File: config.mk
export PLATFORM = sky130hd
export DESIGN_NAME = seven_segment_frame_buffer_ctrl_unit
export DESIGN_NICKNAME = d
export VERILOG_FILES = /design/src/hw/rtl/ssfb_pkg.sv /design/src/hw/rtl/ssfb_ctrl.sv /design/src/hw/rtl/ssfb_datapath.sv /design/src/hw/rtl/seven_segment_frame_buffer_ctrl_unit.sv
export SDC_FILE = /design/constraint.sdc
export NUM_CORES = 1
export LEC_CHECK = 0
export ABC_AREA = 0
export BUFFER_PORTS_ARGS = -buffer_cell sky130_fd_sc_hd__buf_2
export CAP_MARGIN = 20
export CORE_MARGIN = 2
export CORE_UTILIZATION = 30
export DETAILED_ROUTE_END_ITERATION = 8
export GPL_ROUTABILITY_DRIVEN = 0
export SETUP_SLACK_MARGIN = 0.1
export SYNTH_ARGS = -nofsm -noshare
export SYNTH_HDL_FRONTEND = slang
export SYNTH_HIERARCHICAL = 1
export SYNTH_SLANG_ARGS = --single-unit
File: constraint.sdc
create_clock -name clk -period 1.6 [get_ports clk]
set_input_delay 0 -clock clk [delete_from_list [all_inputs] [get_ports clk]]
set_output_delay 0 -clock clk [all_outputs]
set_load 0.03 [all_outputs]
File: src/hw/rtl/ssfb_pkg.sv
package ssfb_pkg;

  localparam logic [1:0] MODE_DIGITS  = 2'd0;
  localparam logic [1:0] MODE_POINTS  = 2'd1;
  localparam logic [1:0] MODE_LEDS    = 2'd2;
  localparam logic [1:0] MODE_REFRESH = 2'd3;

  localparam logic [7:0] BLANK_CODE   = 8'hFF;
  localparam logic [7:0] POINT_MASK   = 8'h08;
  localparam logic [7:0] LED_LIMIT    = 8'h1F;
  localparam logic [7:0] SEL_LIMIT    = 8'h03;
  localparam logic [7:0] SYS_RESET    = 8'h01;

  localparam logic [7:0] CMD_SYSTEM   = 8'h48;
  localparam logic [7:0] CMD_RIGHT    = 8'h6A;
  localparam logic [7:0] CMD_LEDS     = 8'h6C;
  localparam logic [7:0] CMD_LEFT     = 8'h6E;

  localparam int unsigned BEATS     = 8;
  localparam int unsigned IDX_W     = $clog2(BEATS);
  localparam logic [IDX_W-1:0] LAST_IDX = IDX_W'(BEATS - 1);

  typedef struct packed {
    logic [1:0] mode;
    logic [7:0] left_digit_code;
    logic [7:0] right_digit_code;
    logic [7:0] point_select;
    logic [7:0] key_led_bits;
  } ssfb_req_t;

  typedef struct packed {
    logic [7:0] bus_byte;
    logic       start_before;
    logic       stop_after;
    logic       last;
  } ssfb_rsp_t;

  typedef enum logic {
    ST_IDLE,
    ST_EMIT
  } ssfb_state_t;

  typedef struct packed {
    logic             apply_update;
    logic             load_beat;
    logic [IDX_W-1:0] beat_idx;
  } ssfb_cmd_t;

  typedef struct packed {
    logic rsp_blocked;
  } ssfb_status_t;

  function automatic logic [7:0] seg_lookup(input logic [3:0] code);
    logic [7:0] seg;
    case (code)
      4'h0: seg = 8'hE7;
      4'h1: seg = 8'h81;
      4'h2: seg = 8'h75;
      4'h3: seg = 8'hB5;
      4'h4: seg = 8'h93;
      4'h5: seg = 8'hB6;
      4'h6: seg = 8'hF6;
      4'h7: seg = 8'h85;
      4'h8: seg = 8'hF7;
      4'h9: seg = 8'hB7;
      4'hA: seg = 8'h66;
      4'hB: seg = 8'hF1;
      4'hC: seg = 8'h56;
      4'hD: seg = 8'hD3;
      4'hE: seg = 8'h62;
      4'hF: seg = 8'hC7;
      default: seg = 8'h00;
    endcase
    return seg;
  endfunction

  function automatic logic [7:0] led_map(input logic [4:0] keys);
    return {keys[2], keys[3], keys[4], 2'b00, keys[0], keys[1], 1'b0};
  endfunction

  function automatic logic code_bad(input logic [7:0] code);
    return (code != BLANK_CODE) && (code > 8'd15);
  endfunction

endpackage

File: src/hw/rtl/ssfb_ctrl.sv
module ssfb_ctrl (
  input  logic                 clk,
  input  logic                 rst,
  input  logic                 req_valid,
  input  logic [1:0]           req_mode,
  output logic                 req_stall,
  input  ssfb_pkg::ssfb_status_t status,
  output ssfb_pkg::ssfb_cmd_t  cmd
);
  import ssfb_pkg::*;

  ssfb_state_t      state;
  ssfb_state_t      state_next;
  logic [IDX_W-1:0] idx;
  logic [IDX_W-1:0] idx_next;
  logic             accept;

  always_ff @(posedge clk) begin
    if (rst) begin
      state <= ST_IDLE;
      idx   <= '0;
    end else begin
      state <= state_next;
      idx   <= idx_next;
    end
  end

  always_comb begin
    state_next       = state;
    idx_next         = idx;
    req_stall        = 1'b1;
    accept           = 1'b0;
    cmd.apply_update = 1'b0;
    cmd.load_beat    = 1'b0;
    cmd.beat_idx     = idx;
    case (state)
      ST_IDLE: begin
        req_stall = 1'b0;
        accept    = req_valid;
        if (accept) begin
          if (req_mode == MODE_REFRESH) begin
            state_next = ST_EMIT;
            idx_next   = '0;
          end else begin
            cmd.apply_update = 1'b1;
          end
        end
      end
      ST_EMIT: begin
        if (!status.rsp_blocked) begin
          cmd.load_beat = 1'b1;
          idx_next      = idx + 1'b1;
          if (idx == LAST_IDX) begin
            state_next = ST_IDLE;
          end
        end
      end
      default: begin
        state_next = ST_IDLE;
      end
    endcase
  end

endmodule

File: src/hw/rtl/ssfb_datapath.sv
module ssfb_datapath (
  input  logic                  clk,
  input  logic                  rst,
  input  ssfb_pkg::ssfb_req_t   req,
  input  logic                  cfg_we,
  input  logic [7:0]            cfg_data,
  input  ssfb_pkg::ssfb_cmd_t   cmd,
  output ssfb_pkg::ssfb_status_t status,
  output logic                  rsp_valid,
  input  logic                  rsp_stall,
  output ssfb_pkg::ssfb_rsp_t   rsp
);
  import ssfb_pkg::*;

  logic [7:0] sys_setting;
  logic [7:0] right_byte;
  logic [7:0] led_byte;
  logic [7:0] left_byte;
  logic [7:0] right_byte_next;
  logic [7:0] led_byte_next;
  logic [7:0] left_byte_next;
  logic [7:0] beat_byte;

  assign status.rsp_blocked = rsp_valid && rsp_stall;

  always_comb begin
    right_byte_next = right_byte;
    led_byte_next   = led_byte;
    left_byte_next  = left_byte;
    if (cmd.apply_update) begin
      case (req.mode)
        MODE_DIGITS: begin
          if (code_bad(req.left_digit_code) || code_bad(req.right_digit_code)) begin
            right_byte_next = '0;
            left_byte_next  = '0;
          end else begin
            right_byte_next = (req.right_digit_code == BLANK_CODE) ?
                              (right_byte & POINT_MASK) :
                              seg_lookup(req.right_digit_code[3:0]);
            left_byte_next  = (req.left_digit_code == BLANK_CODE) ?
                              (left_byte & POINT_MASK) :
                              seg_lookup(req.left_digit_code[3:0]);
          end
        end
        MODE_POINTS: begin
          if (req.point_select > SEL_LIMIT) begin
            right_byte_next = '0;
            led_byte_next   = '0;
            left_byte_next  = '0;
          end else begin
            left_byte_next  = req.point_select[0] ? (left_byte | POINT_MASK) :
                                                    (left_byte & ~POINT_MASK);
            right_byte_next = req.point_select[1] ? (right_byte | POINT_MASK) :
                                                    (right_byte & ~POINT_MASK);
          end
        end
        MODE_LEDS: begin
          if (req.key_led_bits > LED_LIMIT) begin
            right_byte_next = '0;
            led_byte_next   = '0;
            left_byte_next  = '0;
          end else begin
            led_byte_next = led_map(req.key_led_bits[4:0]);
          end
        end
        default: begin
        end
      endcase
    end
  end

  always_ff @(posedge clk) begin
    if (rst) begin
      sys_setting <= SYS_RESET;
      right_byte  <= '0;
      led_byte    <= '0;
      left_byte   <= '0;
    end else begin
      if (cfg_we) begin
        sys_setting <= cfg_data;
      end
      right_byte <= right_byte_next;
      led_byte   <= led_byte_next;
      left_byte  <= left_byte_next;
    end
  end

  // Even beats carry a command byte, odd beats the data byte of that command.
  always_comb begin
    case (cmd.beat_idx[IDX_W-1:1])
      2'd0:    beat_byte = cmd.beat_idx[0] ? sys_setting : CMD_SYSTEM;
      2'd1:    beat_byte = cmd.beat_idx[0] ? right_byte  : CMD_RIGHT;
      2'd2:    beat_byte = cmd.beat_idx[0] ? led_byte    : CMD_LEDS;
      2'd3:    beat_byte = cmd.beat_idx[0] ? left_byte   : CMD_LEFT;
      default: beat_byte = '0;
    endcase
  end

  always_ff @(posedge clk) begin
    if (rst) begin
      rsp_valid <= 1'b0;
    end else if (cmd.load_beat) begin
      rsp_valid <= 1'b1;
    end else if (!rsp_stall) begin
      rsp_valid <= 1'b0;
    end
  end

  always_ff @(posedge clk) begin
    if (cmd.load_beat) begin
      rsp.bus_byte     <= beat_byte;
      rsp.start_before <= !cmd.beat_idx[0];
      rsp.stop_after   <= cmd.beat_idx[0];
      rsp.last         <= (cmd.beat_idx == LAST_IDX);
    end
  end

endmodule

File: src/hw/rtl/seven_segment_frame_buffer_ctrl_unit.sv
// Display buffer controller for a two-digit seven-segment driver chip with key LEDs. Digit,
// decimal point and key LED items update the frame bytes and give no beats. A refresh item
// makes the block emit eight bus beats, one per cycle from the output register when the bus
// side does not stall, after which the next item is taken; the input stalls while the eight
// beats are being loaded. The system setting register is written through cfg_we and cfg_data,
// resets to 1, and should only be written while idle.
module seven_segment_frame_buffer_ctrl_unit (
  input  logic                clk,
  input  logic                rst,
  input  logic                req_valid,
  output logic                req_stall,
  input  ssfb_pkg::ssfb_req_t req,
  output logic                rsp_valid,
  input  logic                rsp_stall,
  output ssfb_pkg::ssfb_rsp_t rsp,
  input  logic                cfg_we,
  input  logic [7:0]          cfg_data
);
  import ssfb_pkg::*;

  ssfb_cmd_t    cmd;
  ssfb_status_t status;

  ssfb_ctrl u_ctrl (
    .clk       (clk),
    .rst       (rst),
    .req_valid (req_valid),
    .req_mode  (req.mode),
    .req_stall (req_stall),
    .status    (status),
    .cmd       (cmd)
  );

  ssfb_datapath u_datapath (
    .clk       (clk),
    .rst       (rst),
    .req       (req),
    .cfg_we    (cfg_we),
    .cfg_data  (cfg_data),
    .cmd       (cmd),
    .status    (status),
    .rsp_valid (rsp_valid),
    .rsp_stall (rsp_stall),
    .rsp       (rsp)
  );

endmodule

==> run metrics, run 1 <==
Synth Register Bits=between 40 and 50; PD cells=around 670 mW/mm^2; required time of the critical path=1820 ps; Final Max Slew Viols=0; Slowest cell on crit path=or3b_4; Clk Latency, worst-skew pair=290 ps; Worst setup EP type=flop; Starting Density=0.3073; final worst-path setup slack=-12.66 ps; pin slew with the least headroom to its limit=653.7 ps; largest net degree at the start of global routing=37; Final setup viols=2; IO Pins=60; Crit Path Max Fanout=14; Final period util=1.008; CP Launch Type=flop; Min-Delay Path Class=primary input to flop; crit path cell chain=nand2b_4 > a21oi_2 > or3b_4 > nor2_4 > buf_12 > o2111ai_1 > a21oi_1; FMAX=620.1 MHz; die span in x=98.06 um; CTS tree=built; sw power=roughly 0.60 mW; final wirelength=roughly 6200 um; commonest non-fill, non-tap cells in the layout=buf_2 (59), dfxtp_1 (32), nand2_1 (28); sequential area share after synthesis=0.3810; Routed WL per cell=12.92 um; Gate power share=0.185; Final ANT Viol Nets=0; crit path time final=1613 ps; die height=98.06 um; diode count=0; leakage=1.378 nW; synth unique cells=53; remaining routing DRC violations=0; syn_nets=353; Post-CTS Setup Inserts=0; P&R area growth vs syn=28.10%; initial antenna violation count=0; YS warnings=6; PortBufs=59; worst rel slew slack=0.5642; fraction of layout instances using a drive strength above 1=0.3100; CTS buffer count=5; outcome=finished with violations; Mapped Avg Cell Area=9.151 um^2; final hold vios=0; Total Routing Usage GR=0.1328; max_cap viols=0; CTS sink count=45; clk slew on worst S/H paths=80 ps; Internal=1.689 mW; vias in the first global route=around 2.3k; sw frac=0.2620; DP Wirelength=4648 um; 1st-pass router iterations=4; # nets final=433; Async S/R FF share, synth=0; top cell family by delay on the critical path=simple AND/OR/NAND/NOR gates; DR vias/cell=4.739; most common cell after layout, fill and taps aside=buf_2; Critical Path AT=1830 ps; RSZ-0062 raised after global routing=true; failing checks=negative setup slack; CTS H-tree lvls=2; CTS root buf=clkbuf_8; Seq pwr share=0.525; Mapped Cells=290; first-pass GRT wire length=10,640 um; clock power share=0.290; die area=0.009615 mm^2; Row Count=34; Critical Path Max Stage Delay=430 ps; Buf+Inv Stages, Crit Path=1; EDFF count, synth=11; Vias=2,270; Fin Clk Skew=8.033 ps; Post-Syn Area=~0.0027 mm^2; Finished Core Util=0.3937; hold_ws=about 110 ps; clock buffer depth=2; Main synth FF type=dfxtp_1; Max IR drop VDD=0.0003184 V; core box area=0.008636 mm^2; path type of the worst setup path=flop to flop; Initial DRC Count=135; GRT overflow=0
[cell type report]
cell class	count	area (um^2)
fill	887	5236
multi-input combinational	214	1539
sequential	45	1016
timing repair buffer	89	570.5
tap	108	135.1
clock buffer	6	72.57
inverter	15	56.30
clock inverter	2	10.01
[routing by layer]
metal,track usage,vias to the layer above,routed length (um)
li1,-,1200,-
met3,0.02004,4,239
met2,0.2187,49,2870
met5,0,-,0
met1,0.1820,1017,3013
met4,0.03632,0,65
[path summary, 6_finish.rpt]
path / startpoint / to / slack, ps / depth (start not counted)
max: u_ctrl/state$_SDFF_PP0_ / u_datapath/left_byte[0]$_SDFFE_PP0P_ / -10 / 7
min: req_valid / u_ctrl/state$_SDFF_PP0_ / 110 / 3
max reg2reg: u_ctrl/state$_SDFF_PP0_ / u_datapath/left_byte[0]$_SDFFE_PP0P_ / -10 / 7
min reg2reg: u_datapath/right_byte[5]$_SDFFE_PP0P_ / u_datapath/right_byte[5]$_SDFFE_PP0P_ / 460 / 2
[synthesized netlist by cell type, types with 2 or more instances]
master | n | area (um^2)
mux4_2 | 3 | 67.56
or4_4 | 2 | 22.52
inv_1 | 13 | 48.80
nand2b_2 | 2 | 17.52
and3_1 | 3 | 18.77
nor3b_4 | 2 | 37.54
nand3_1 | 19 | 95.09
inv_2 | 2 | 7.510
o21ai_0 | 15 | 75.07
dlygate4sd1_1 | 2 | 17.52
o21ai_2 | 2 | 17.52
nor2b_1 | 5 | 31.28
mux2i_1 | 13 | 130.1
a32o_1 | 3 | 30.03
nand2b_1 | 6 | 37.54
nand2_1 | 31 | 116.4
o2111ai_1 | 5 | 43.79
buf_6 | 3 | 33.78
dfxtp_1 | 34 | 680.7
nand4_1 | 2 | 12.51
clkbuf_1 | 8 | 30.03
ha_1 | 16 | 200.2
edfxtp_1 | 11 | 330.3
o21ai_1 | 6 | 30.03
a31oi_1 | 6 | 37.54
nor2_1 | 21 | 78.83
and2_1 | 2 | 12.51
a21oi_1 | 27 | 135.1
o31ai_1 | 2 | 15.01
[state kept, by name, summed over array words and instances, names as in the netlist]
signal                  cells
u_datapath/rsp_valid        1
u_datapath/led_byte         5
u_datapath/right_byte       8
u_datapath/rsp             11
u_datapath/sys_setting      8
u_datapath/left_byte        8
u_ctrl/idx                  3
u_ctrl/state                1
[worst min-delay path, delay by kind of cell]
kind / cells / cell delay [ps]
AO/OA/AOI/OAI: 2 / 230
buffers and inverters: 1 / 140
[cell families after synthesis]
group | Yosys count | share of synthesized area
buf+inv | 32 | 0.06600
flops | 45 | 0.3810
mux | 17 | 0.07873
compound gates | 74 | 0.1716
simple gates | 106 | 0.2273
fa+ha+maj | 16 | 0.07544
[power groups by stage]
stage | Clock, mW | Sequential (mW) | Combinational [mW]
after floorplan | 0 | 1.25 | 0.221
after global placement | 0 | 1.23 | 0.373
after detailed placement | 0 | 1.23 | 0.378
after CTS | 0.687 | 1.20 | 0.423
after global routing | 0.735 | 1.21 | 0.474
final | 0.663 | 1.20 | 0.424
[timing repair]
item / CTS / global route
gates cloned: 1 / 0
setup endpoints to repair: 16 / 22
hold endpoints to repair: 15 / 0
hold buffers: 15 / 0
resized for setup: 9 / 4
pin swaps: 6 / 7
[metrics by stage]
stage	setup TNS (ps)	instances	power, mW	cell area [um^2]	worst slack [ps]
floorplan	-1013	290	1.468	2673	-104.0
finish	-15.68	479	2.289	3400	-12.66
global route	-966.9	479	2.414	3400	-102.5
CTS	-34.61	479	2.312	3390	-22.19
global placement	-990.9	455	1.601	3105	-75.11
detailed placement	-1546	455	1.607	3105	-126.1
Note: power is estimated with default switching activity, not from simulation.
==> run 2: changes to the inputs <==
Settings changed: SKIP_LAST_GASP from default to 1.
==> run metrics, run 2 (synthesis results as in run 1) <==
final hold vios=0 (unchanged); Post-CTS Setup Inserts=0 (unchanged); leakage=1.378 nW (about the same); CTS buffer count=5 (unchanged); CP Launch Type=flop; Final setup viols=1 (-1); required time of the critical path=1820 ps (about the same); largest net degree at the start of global routing=37 (unchanged); FF+latch area=0.001016 mm^2 (unchanged); final wirelength=6220 um (+0.50%); DR vias/cell=4.741 (about the same); Initial DRC Count=138 (+2.2%); r2r setup slk=-10 ps (about the same); Critical Path AT=1830 ps (about the same); diode count=0 (unchanged); CTS tree=built; final worst-path setup slack=-12.48 ps (+0.1764 ps); fraction of layout instances using a drive strength above 1=0.3073 (-0.002695); Final ANT Viol Nets=0 (unchanged); Max IR drop VDD=0.0003191 V (+0.20%); reg2reg end=u_datapath/left_byte[0]$_SDFFE_PP0P_; Biggest register=u_datapath/rsp; Hold Crit Start=req_valid; Vias=2,271 (+0.044%); 1st-pass router iterations=4 (unchanged); clk slew on worst S/H paths=80 ps (about the same); FF-to-FF Start=u_ctrl/state$_SDFF_PP0_; die height=98.06 um (unchanged); IO Pins=60 (unchanged); Hold EP=u_ctrl/state$_SDFF_PP0_; P&R area growth vs syn=28.01% (about the same); PD cells=673.9 mW/mm^2 (about the same); Min-Delay Path Class=primary input to flop; DP Wirelength=4648 um (unchanged); PortBufs=59 (unchanged); FMAX=620.2 MHz (about the same); Routed WL per cell=12.99 um (+0.50%); GRT overflow=0 (unchanged); initial antenna violation count=0 (unchanged); die span in x=98.06 um (unchanged); setup TNS=-12.48 ps (+3.194 ps); Worst setup EP type=flop; Final Max Slew Viols=0 (unchanged); CTS H-tree lvls=2 (unchanged); commonest non-fill, non-tap cells in the layout=buf_2 (59), dfxtp_1 (32), nand2_1 (29); # fillers=888 (+0.11%); core box area=0.008636 mm^2 (unchanged); vias in the first global route=2,254 (unchanged); outcome=finished with violations; Total Routing Usage GR=0.1328 (unchanged); remaining routing DRC violations=0 (unchanged); PnR Total Power=2.289 mW (about the same); worst rel slew slack=0.5545 (-0.009671); pin slew with the least headroom to its limit=668.2 ps (+14.51 ps); CTS root buf=clkbuf_8; failing checks=negative setup slack; Final Cell Area=0.003397 mm^2 (about the same); Reg2Reg Depth=7 (unchanged); # nets final=433 (unchanged); worst hold path stage count=3 (unchanged); Final period util=1.008 (about the same); Row Count=34 (unchanged); max reg flops=11 (unchanged); first-pass GRT wire length=10,640 um (unchanged); placed inst area=0.003105 mm^2 (unchanged); crit path time final=1612 ps (-0.1764 ps); Multi-input gate area=0.001536 mm^2 (-0.16%); path type of the worst setup path=flop to flop; Crit Path Max Fanout=14 (unchanged); Clk Latency, worst-skew pair=290 ps (about the same); Fin Clk Skew=8.029 ps (-0.003160 ps); most common cell after layout, fill and taps aside=buf_2; final cell count without fillers=479 (unchanged); die area=0.009615 mm^2 (unchanged); max_cap viols=0 (unchanged); clock buffer depth=2 (unchanged); Placed Cells=455 (unchanged); RSZ-0062 raised after global routing=true; Starting Density=0.3073 (unchanged); hold_ws=113.3 ps (+0.2820 ps); CTS sink count=45 (unchanged)
-- run 2: metal layers --
| metal | track usage | up-vias | wire length (um) |
|---|---|---|---|
| met2 | 0.2187 | 48 | 2865 |
| li1 | - | 1199 | - |
| met5 | 0 | - | 0 |
| met3 | 0.02004 | 4 | 247 |
| met4 | 0.03632 | 0 | 65 |
| met1 | 0.1820 | 1020 | 3041 |
-- run 2: what timing repair did --
| item | CTS | global route |
|---|---|---|
| hold endpoints to repair | 15 | 0 |
| hold buffers | 15 | 0 |
| pin swaps | 5 | 7 |
| gates resized for setup | 7 | 5 |
| gates cloned | 1 | 0 |
| endpoints found under the setup margin | 16 | 22 |
-- run 2: final cells by class --
cell class | instances | area share
Clock buffer | 6 | 0.02136
Sequential cell | 45 | 0.2991
Inverter | 15 | 0.01657
Clock inverter | 2 | 0.002947
Tap cell | 108 | 0.03978
Multi-Input combinational cell | 214 | 0.4523
Timing Repair Buffer | 89 | 0.1680
-- run 2: through the flow --
stage                 util  setup WS, ps
floorplan                -        -104.0
global placement    0.3596        -75.11
detailed placement  0.3596        -126.1
CTS                 0.3919        -22.19
global route        0.3934        -102.5
finish              0.3934        -12.48
-- run 2: how the worst max path moves through the flow --
stage                                        from                                     to  slack (ps)  depth (start not counted)
after detailed placement  u_ctrl/state$_SDFF_PP0_   u_datapath/left_byte[1]$_SDFFE_PP0P_        -130                          6
after floorplan           u_ctrl/state$_SDFF_PP0_   u_datapath/left_byte[4]$_SDFFE_PP0P_        -100                          8
final                     u_ctrl/state$_SDFF_PP0_   u_datapath/left_byte[0]$_SDFFE_PP0P_         -10                          7
after global routing      u_ctrl/state$_SDFF_PP0_  u_datapath/right_byte[0]$_SDFFE_PP0P_        -100                          7
after CTS                 u_ctrl/state$_SDFF_PP0_   u_datapath/left_byte[0]$_SDFFE_PP0P_         -20                          7
after global placement    u_ctrl/state$_SDFF_PP0_   u_datapath/left_byte[0]$_SDFFE_PP0P_         -80                          6
-- run 2: where the power goes --
part / switching (mW) / internal [mW]
Clock: 0.361 / 0.303
Combinational: 0.226 / 0.198
Sequential: 0.0136 / 1.19
-- run 2: critical path: stages (launching register included) --
cell and delay, ps:
dfxtp_4 350, nand2b_4 130, a21oi_2 110, or3b_4 430, nor2_4 110, buf_12 130
o2111ai_1 110, a21oi_1 160
